$ cat src/rtl/core/nsa_pkg.sv
// Shared types, codes and helpers for the NMEA sentence assembler.
// Depends on nothing; every other file of the block but the checker refers to it by scoped name.
package nsa_pkg;

  // Request codes on the input channel
  localparam logic [1:0] OP_RX   = 2'd0;
  localparam logic [1:0] OP_POP  = 2'd1;
  localparam logic [1:0] OP_READ = 2'd2;

  // Event codes returned for received characters
  localparam logic [1:0] EV_NONE    = 2'd0;
  localparam logic [1:0] EV_COMMIT  = 2'd1;
  localparam logic [1:0] EV_RESTART = 2'd2;
  localparam logic [1:0] EV_DROP    = 2'd3;

  // Characters of interest
  localparam logic [7:0] CH_DOLLAR   = 8'h24;
  localparam logic [7:0] CH_STAR     = 8'h2A;
  localparam logic [7:0] CH_LF       = 8'h0A;
  localparam logic [7:0] CH_CR       = 8'h0D;
  localparam logic [7:0] CH_PRINT_LO = 8'h20;
  localparam logic [7:0] CH_PRINT_HI = 8'h7E;

  // Checksum tracking progress
  localparam logic [2:0] CK_OPEN = 3'd0;
  localparam logic [2:0] CK_STAR = 3'd1;
  localparam logic [2:0] CK_HI   = 3'd2;
  localparam logic [2:0] CK_DONE = 3'd3;
  localparam logic [2:0] CK_BAD  = 3'd4;

  // Queue between front and back
  localparam int QUEUE_DEPTH = 2;

  // Classified request as it travels from front to back
  typedef struct packed {
    logic        is_rx;
    logic        is_pop;
    logic        is_read;
    logic [7:0]  ch;
    logic [31:0] time_ms;
    logic [6:0]  idx;
  } item_t;

  // Uppercase hex character of a nibble
  function automatic logic [7:0] hex_digit(input logic [3:0] v);
    logic [7:0] w;
    w = {4'h0, v};
    return (v < 4'd10) ? (8'h30 + w) : (8'h37 + w);
  endfunction

endpackage

$ cat src/rtl/core/nsa_queue.sv
// Two-entry request queue between front and back of the sentence assembler.
// Depends on nsa_pkg.
module nsa_queue (
  input  logic           clk_i,
  input  logic           rst_ni,
  input  logic           push_i,
  input  nsa_pkg::item_t item_i,
  output logic           room_o,
  input  logic           pop_i,
  output logic           valid_o,
  output nsa_pkg::item_t item_o
);

  nsa_pkg::item_t entry_q [nsa_pkg::QUEUE_DEPTH];
  logic           wr_ptr_q, wr_ptr_d;
  logic           rd_ptr_q, rd_ptr_d;
  logic [1:0]     cnt_q, cnt_d;

  assign room_o  = (cnt_q != 2'(nsa_pkg::QUEUE_DEPTH));
  assign valid_o = (cnt_q != 2'd0);
  assign item_o  = entry_q[rd_ptr_q];

  always_comb begin
    wr_ptr_d = push_i ? ~wr_ptr_q : wr_ptr_q;
    rd_ptr_d = pop_i ? ~rd_ptr_q : rd_ptr_q;
    cnt_d    = cnt_q + {1'b0, push_i} - {1'b0, pop_i};
  end

  always_ff @(posedge clk_i or negedge rst_ni) begin
    if (!rst_ni) begin
      wr_ptr_q <= 1'b0;
      rd_ptr_q <= 1'b0;
      cnt_q    <= 2'd0;
    end else begin
      wr_ptr_q <= wr_ptr_d;
      rd_ptr_q <= rd_ptr_d;
      cnt_q    <= cnt_d;
    end
  end

  always_ff @(posedge clk_i) begin
    if (push_i) begin
      entry_q[wr_ptr_q] <= item_i;
    end
  end

endmodule

$ cat config.mk
export PLATFORM = sky130hd
export DESIGN_NAME = nsa_queue
export DESIGN_NICKNAME = d
export VERILOG_FILES = /design/src/rtl/core/nsa_pkg.sv /design/src/rtl/core/nsa_queue.sv
export SDC_FILE = /design/constraint.sdc
export NUM_CORES = 1
export LEC_CHECK = 0
export BUFFER_PORTS_ARGS = -buffer_cell sky130_fd_sc_hd__buf_2
export CORE_MARGIN = 4
export CORE_UTILIZATION = 46
export DETAILED_ROUTE_END_ITERATION = 7
export PLACE_DENSITY = 0.69
export SLEW_MARGIN = 20
export SYNTH_ARGS = -nofsm -noshare
export SYNTH_HDL_FRONTEND = slang
export SYNTH_SLANG_ARGS = --single-unit
$ cat constraint.sdc
create_clock -name clk_i -period 4.45 [get_ports clk_i]
set_clock_uncertainty 0.15 [all_clocks]
set_input_delay 0.89 -clock clk_i [delete_from_list [all_inputs] [get_ports clk_i]]
set_output_delay 0.89 -clock clk_i [all_outputs]
set_load 0.02 [all_outputs]
==> impl.org, run 1 <==
** Outcome
- Run status :: finished clean

** Route
- For this block, the routed nets add up to 6263 um of wire.
- Once detail routing completed, the nets flagged for antenna violations numbered 0.
- For this block, the initial DRC count from the detailed router was 51.
- For this run, the detailed router's first-pass iteration total came to 6.
- After detailed routing, the average wire length per cell comes to 15.78 um.
- After detailed routing, the number of remaining DRC violations is 0.
- The routed layout has 1874 vias.
- Via density per instance :: 4.720

** Timing
- Worst slew margin relative to its limit :: 29.99%
- Worst path setup slack after routing :: 1.420 ns
- Worst slew pin tran :: 1.050 ns
- For the final routed database, the setup TNS stands at 0 ns.
- The final-report max-slew violation count is 0.
- The final critical path takes up 68.09% of the cycle.
- Setup repair after global routing left no endpoint under its margin.
- The count of final hold-check violations was 0.
- Peak Freq :: 330.1 MHz
- Counting I/O delays and the setup requirement, the final critical path takes 3.030 ns.
- Setup violations remaining at the end of the flow were counted as 0.
- Smallest hold slack :: 0.1706 ns

** Logic synthesis
- Summing the areas of all compound-gate instances in the mapped netlist gives 0% of the synthesized area.
- Summing the areas of all xor and xnor instances in the mapped netlist gives 1.017% of the synthesized area.
- Post-synthesis share of cell area spent on and, or, nand and nor gates :: 0.6163%
- Synth Area in Adders :: 0.6163%
- After synthesis, the netlist uses 14 different library cells.
- Sequential cells were found to cover 76.43% of the synthesized design area.
- When the netlist entered floorplanning its net count stood at 227.
- Post-synthesis cell count :: 171
- Synth Area per Inst :: 23.74 sq um
- By area, the combinational part of the netlist is dominated by multiplexers.
- Post-synthesis instance area :: 4060 sq um
- Number of register bits inferred by synthesis :: 104
- After synthesis, the share of cell area in mux cells is 18.40%.
- The Yosys step of the flow raised 0 warnings.

** Finish
- Share of layout cells above drive strength 1 :: 61.25%
- The final layout contains 340 nets.
- With fillers left out, the area of the finished cells amounts to 4865 sq um.
- Leaving out fill and tap cells, the most frequent cells in the layout are buf_2, edfxtp_1, mux2_4, clkbuf_8.
- Leaving out fill and tap cells, the most frequent cell in the layout is buf_2.
- In the final layout, the multi-input gates occupy 847.1 sq um.
- Number of inserted filler cells in the final layout :: 679
- The finished layout holds 397 standard cells, fillers aside.
- The number of antenna diodes in the final layout is 0.
- Growth of design area from synthesis to finish :: 19.82%
- Sequential Area :: 3107 sq um
- Cells fill 56.33% of the core in the end.

** Power and ir drop
- Leakage power total :: 1.996 nW
- The worst-case IR drop observed on VDD is 0.0002850 V.
- The design draws 3.137 mW.
- Total power divided by cell area :: 644.9 nW/um^2

** Critical path
- Peak fanout along the critical path :: 51
- The worst setup path is launched from a register.
- The worst setup path is captured at a primary output.
- In this run the critical register-to-register path is launched from wr_ptr_q.
- For the worst setup path, the data required time is 3.41 ns.
- The critical path ends at item_o[13].
- Crit-path slowest cell :: dfrtp_4
- Setup slack on the worst reg-to-reg path comes out at 2.43 ns.
- Largest incremental delay on the critical path :: 1.05 ns
- The worst setup path is of the reg2out kind.
- In this run the critical register-to-register path is captured at entry_q[1][7].
- Length in cells of the worst reg-to-reg path :: 2
- Data arrival time of the critical path :: 1.99 ns
- The critical path starts at rd_ptr_q.
- Walking the worst path, the cells encountered are mux2_4 > buf_2.

** CTS
- Total clock sinks :: 104
- The clock passes through at most 2 buffers.
- Clock-pin slew was measured on the worst setup and hold paths at 0.09 ns.
- For the worst-skew pair, the clock arrives at the later sink with an insertion delay of 0.34 ns.
- The number of hold buffers added after CTS was 0.
- CTS tree :: done
- In this run, post-CTS repair resized a total of 0 instances.
- CTS placed an instance of clkbuf_8 at the clock tree root.
- In this run, CTS created clock tree buffers numbering 9.
- The H-tree was split into 3 levels.
- After clock tree synthesis, the setup repair step added 0 buffers.

** Floorplan
- The die is 102.0 um tall.
- Measured along the x axis, the die boundary spans 102.0 um.
- # rows :: 34
- Num ports :: 106
- For this configuration, the core starts out at a cell density of 47.02%.
- The die covers 10390 sq um.
- After floorplanning, the core was sized to cover 8636 sq um.

** Global routing
- The first global-routing pass estimated 9128 um of wire.
- Global route overflow :: 0
- The via count of the first global-routing pass came to 1879.
- Global routing usage summed across all routing layers :: 12.27%
- Largest net degree at the start of global routing :: 52
- The initial antenna violation count was 0.

** Place
- Before CTS, the worst setup slack after placement is 1.759 ns.
- HPWL Detailed :: 4248 um
- Final RePlAce weighted congestion :: 0.6774
- Placed Area :: 4644 sq um
- Count of input and output buffers :: 105
- Cells after DPL :: 381

** Run
- Number of max-cap violations :: 0

** Worst hold path
- In this run the worst hold path is classified as in2async.
critical path: cells and delay by family (launching register included):
| kind | cells | cell delay (ns) |
|---|---|---|
| flops | 1 | 1.05 |
| buf+inv | 1 | 0.16 |
| mux | 1 | 0.36 |
final cells by class:
type,count,share of cell area (%)
sequential,104,63.86
multi-input combinational,59,17.41
timing repair buffer,108,11.27
clock buffer,11,2.906
tap,108,2.778
clock inverter,5,1.620
inverter,2,0.1543
power by group:
part / total [mW] / leakage [nW] / internal [mW] / switching, mW
Clock: 0.627 / 0.114 / 0.333 / 0.294
Sequential: 1.48 / 0.984 / 1.30 / 0.175
Combinational: 1.03 / 0.898 / 0.525 / 0.508
cells in the mapped netlist:
cell / number / area share [%]
xor2_1: 2 / 0.43
buf_12: 5 / 2.5
inv_1: 2 / 0.18
nor2b_1: 1 / 0.15
mux2_2: 1 / 0.28
mux2_4: 49 / 18
buf_6: 1 / 0.28
or2_2: 1 / 0.15
edfxtp_1: 100 / 74
nand2b_1: 1 / 0.15
dfrtp_1: 4 / 2.5
ha_1: 2 / 0.62
and2_1: 1 / 0.15
xor3_1: 1 / 0.59
worst min-delay path by stage:
stage                          end  slack, ns  cells after the start
after floorplan           wr_ptr_q       0.31                      1
after global placement    wr_ptr_q       0.37                      1
after detailed placement  wr_ptr_q       0.39                      1
after CTS                 cnt_q[0]       0.15                      1
after global routing      rd_ptr_q       0.14                      1
final                     cnt_q[0]       0.17                      1
per-layer routing:
metal / vias up / GRT usage, % / routed length (um)
li1: 894 / - / -
met4: 0 / 6.357 / 99
met2: 64 / 21.53 / 3320
met3: 7 / 3.823 / 439
met5: - / 0 / 0
met1: 909 / 13.36 / 2404
registers in the layout, indices dropped and copies added, names as in the netlist:
signal,flops
cnt_q,2
entry_q,100
wr_ptr_q,1
rd_ptr_q,1
cells by family after synthesis:
| kind of cell | Yosys count |
|---|---|
| xor gates and xnor gates | 3 |
| adders and majority gates | 2 |
| buffers and inverters | 8 |
| DFF | 104 |
| muxes | 50 |
| and+or+nand+nor | 4 |
No activity file was read; power rests on OpenSTA's default activity.
==> run 2: changes to the inputs <==
- PLACE_DENSITY: 0.69 -> 0.72
- clock period: 4.45 -> 2.7 ns (I/O delays scaled with it)
==> run 2 against run 1 <==
Clock-buffer cell count decreased by 2. Global-route usage increased by 0.81 points. Register-to-register slack got worse by 1.2 ns. Design area increased by 0.80%. Cell count increased by 0.25%. First-iteration DRC count increased by 47%. Critical path type unchanged. Largest power group unchanged.
==> impl.org, run 2 (synthesis results as in run 1) <==
** Power and ir drop
- The total leakage power was 2.012 nW (+0.76%).
- The relative contribution of the clock network to total power came to 20.3% (+0.3 points).
- Peak supply drop :: 0.0004927 V (+73%)
- Post-layout total power :: 5.225 mW (+67%)
- Power share of the combinational group :: 35.6% (+2.7 points)
- Reg power frac :: 44.1% (-3.0 points)
- Switch Pwr :: 1.599 mW (+64%)
- Total power divided by cell area :: 1066 nW/um^2 (+65%)
- The internal power consumption was 3.626 mW (+68%).
- The switching share of total power is 30.61% (-0.56 points).

** Critical path
- Peak fanout along the critical path :: 34 (-33%)
- Critical Path Sink :: item_o[49]
- STA classifies the critical path startpoint as a register.
- Req. time, crit path :: 2.01 ns (-1.40 ns)
- Endpoint type of the worst setup path :: primary output
- The most critical setup path has its startpoint at rd_ptr_q.
- Worst Setup Path Type :: reg2out
- The data arrival time at the worst-slack endpoint was 1.86 ns (-0.13 ns).
- Length in cells of the worst reg-to-reg path :: 2 (unchanged)
- The setup slack of the worst register-to-register path came to 1.20 ns (-1.23 ns).
- In this run the critical register-to-register path is captured at entry_q[0][13].
- In this run the critical register-to-register path is launched from wr_ptr_q.

** Finish
- Largest registers :: entry_q: 100 flops, cnt_q: 2 flops
- The post-layout net count came to 343 (+0.88%).
- Flip-flop count of the largest register, all copies and words added :: 100 (unchanged)
- The utilization after layout is 56.78% (+0.45 points).
- Number of inserted filler cells in the final layout :: 693 (+2.1%)
- Compared with the post-synthesis result, the final layout area differs by 20.77%.
- Area occupied by multi-input gates :: 847.1 sq um (unchanged)
- The area of all sequential standard cells is 3107 sq um (unchanged).
- Counting flops per register, the top entry is entry_q.
- The library cells used most frequently in the layout, excluding fill and tap cells, are buf_2, edfxtp_1, mux2_4, clkbuf_8, buf_4.
- The number of standard cells in the final layout excluding fillers came to 398 (+0.25%).
- Final Instance Area :: 4903 sq um (+0.80%)
- ANT cells :: 0 (unchanged)
- Leaving out fill and tap cells, the most frequent cell in the layout is buf_2.
- Share of layout cells above drive strength 1 :: 60.69% (-0.56 points)

** Route
- The number of DRC violations after detailed routing came to 0 (unchanged).
- The number of iterations in the first detailed-routing pass is 4 (-2).
- Residual antenna-violating net count after detailed routing :: 0 (unchanged)
- The vias per cell was 4.771 (+1.1%).
- The via count was 1899 (+1.3%).
- The post-detailed-routing wire length is 6533 um (+4.3%).
- The number of violations reported at the end of detailed-routing iteration 0 is 75 (+47%).
- Routed WL per cell :: 16.41 um (+4.0%)

** Timing
- Smallest hold slack :: 0.2288 ns (+0.05823 ns)
- The worst setup margin came to 0.1526 ns (-1.268 ns).
- Unrepaired setup endpoints after global routing :: false
- The final-report max-slew violation count was 0 (unchanged).
- The total negative slack for setup checks was 0 ns (unchanged).
- Final setup violation count :: 0 (unchanged)
- The slew of the pin with the lowest slew margin came to 0.4808 ns (-0.5693 ns).
- Peak Freq :: 392.6 MHz
- The worst max-slew margin expressed relative to the limit is 67.95% (+38 points).
- Number of hold-slack violations in the final timing report :: 0 (unchanged)
- Crit path time final :: 2.547 ns
- Of the available clock period, the critical path in the final layout requires 94.35%.

** Place
- Final RePlAce weighted congestion :: 0.7020 (+3.6%)
- The number of buffers added on ports came to 105 (unchanged).
- Post-Place Setup Slack :: 0.5024 ns (-1.256 ns)
- Cells after DPL :: 383 (+0.52%)
- Placed Area :: 4672 sq um (+0.59%)

** Worst hold path
- Along the worst hold path, the cell count comes to 1.
- Hold Path Class :: in2reg

** Run
- The max-cap violation count was 0 (unchanged).

** CTS
- CTS clk-pin slew, worst paths :: 0.09 ns (about the same)
- The number of buffers on the longest clock path is 2 (unchanged).
- Maximum level of the CTS H-tree :: 3 (unchanged)
- Quantity of gates resized following cts :: 0 (unchanged)
- CTS placed an instance of clkbuf_8 at the clock tree root.
- The total CTS buffers is 9 (unchanged).
- The clock latency on the worst-skew pair is 0.34 ns (about the same).
- Post-CTS setup buffer count :: 0 (unchanged)
- TritonCTS built the clock tree.
- The clock sink count came to 104 (unchanged).

** Global routing
- The sum of overflow across all layers after global routing was 0 (unchanged).
- Largest net degree at the start of global routing :: 36 (-31%)
- The overall track demand over capacity in global routing came to 13.08% (+0.81 points).
- Number of antenna violations at the first check in global routing :: 0 (unchanged)
- The via count of the first global-routing pass came to 2014 (+7.2%).
- First-pass GRT wire length :: 9929 um (+8.8%)

** Floorplan
- Num ports :: 106 (unchanged)
- Die outline area :: 10390 sq um (unchanged)
- Starting utilization of the core area :: 47.02% (unchanged)
- Die Span Y :: 102.0 um (unchanged)
- The die span in x came to 102.0 um (unchanged).
- Area inside the core boundary :: 8636 sq um (unchanged)
- # rows :: 34 (unchanged)

** Outcome
- Run status :: finished clean
## run 2: cell count changes in the layout (fill, tap and decap cells not counted), sizes merged
| cell | before | now |
|---|---|---|
| dlygate4sd3 | 0 | 1 |
| clkbuf | 11 | 9 |
| bufinv | 2 | 3 |
| inv | 3 | 2 |
| buf | 108 | 110 |
## run 2: worst min-delay path by stage
| stage | start | endpoint |
|---|---|---|
| final | item_i[25] | entry_q[0][25] |
| after global routing | item_i[18] | entry_q[1][18] |
| after CTS | item_i[25] | entry_q[0][25] |
| after detailed placement | rst_ni | cnt_q[0] |
| after global placement | rst_ni | cnt_q[0] |
| after floorplan | rst_ni | cnt_q[0] |
## run 2: layer usage
metal	GRT usage, %	up-vias	share of wire, %
li1	-	897	-
met1	14.61	932	37
met2	23.24	65	54
met3	4.232	5	8.4
met4	5.146	0	0.84
met5	0	-	0
## run 2: critical path, stage by stage, from the launching register on
cell and delay [ns]:
dfrtp_4 0.65, buf_12 0.32, mux2_2 0.36, buf_2 0.15
## run 2: power groups by stage
stage          combinational (mW)  clock (mW)  sequential, mW
2_1_floorplan                1.59           0            2.25
3_3_place_gp                 1.88           0            2.33
3_5_place_dp                 1.89           0            2.35
4_1_cts                      1.90        1.09            2.32
5_1_grt                      1.98        1.17            2.34
6_report                     1.86        1.06            2.31
## run 2: layout make-up
type / instances / share of cell area (%)
flip-flops and latches: 104 / 63.36
well taps: 108 / 2.756
inverters: 2 / 0.1531
repair buffers: 111 / 11.94
clock buffers: 9 / 2.526
clock inverters: 5 / 1.990
multi-input cells: 59 / 17.27
## run 2: what timing repair did
action / 4_1_cts / 5_1_grt
endpoints found under the setup margin: 0 / 0
hold endpoints to repair: 4 / 0
hold buffers: 1 / 0
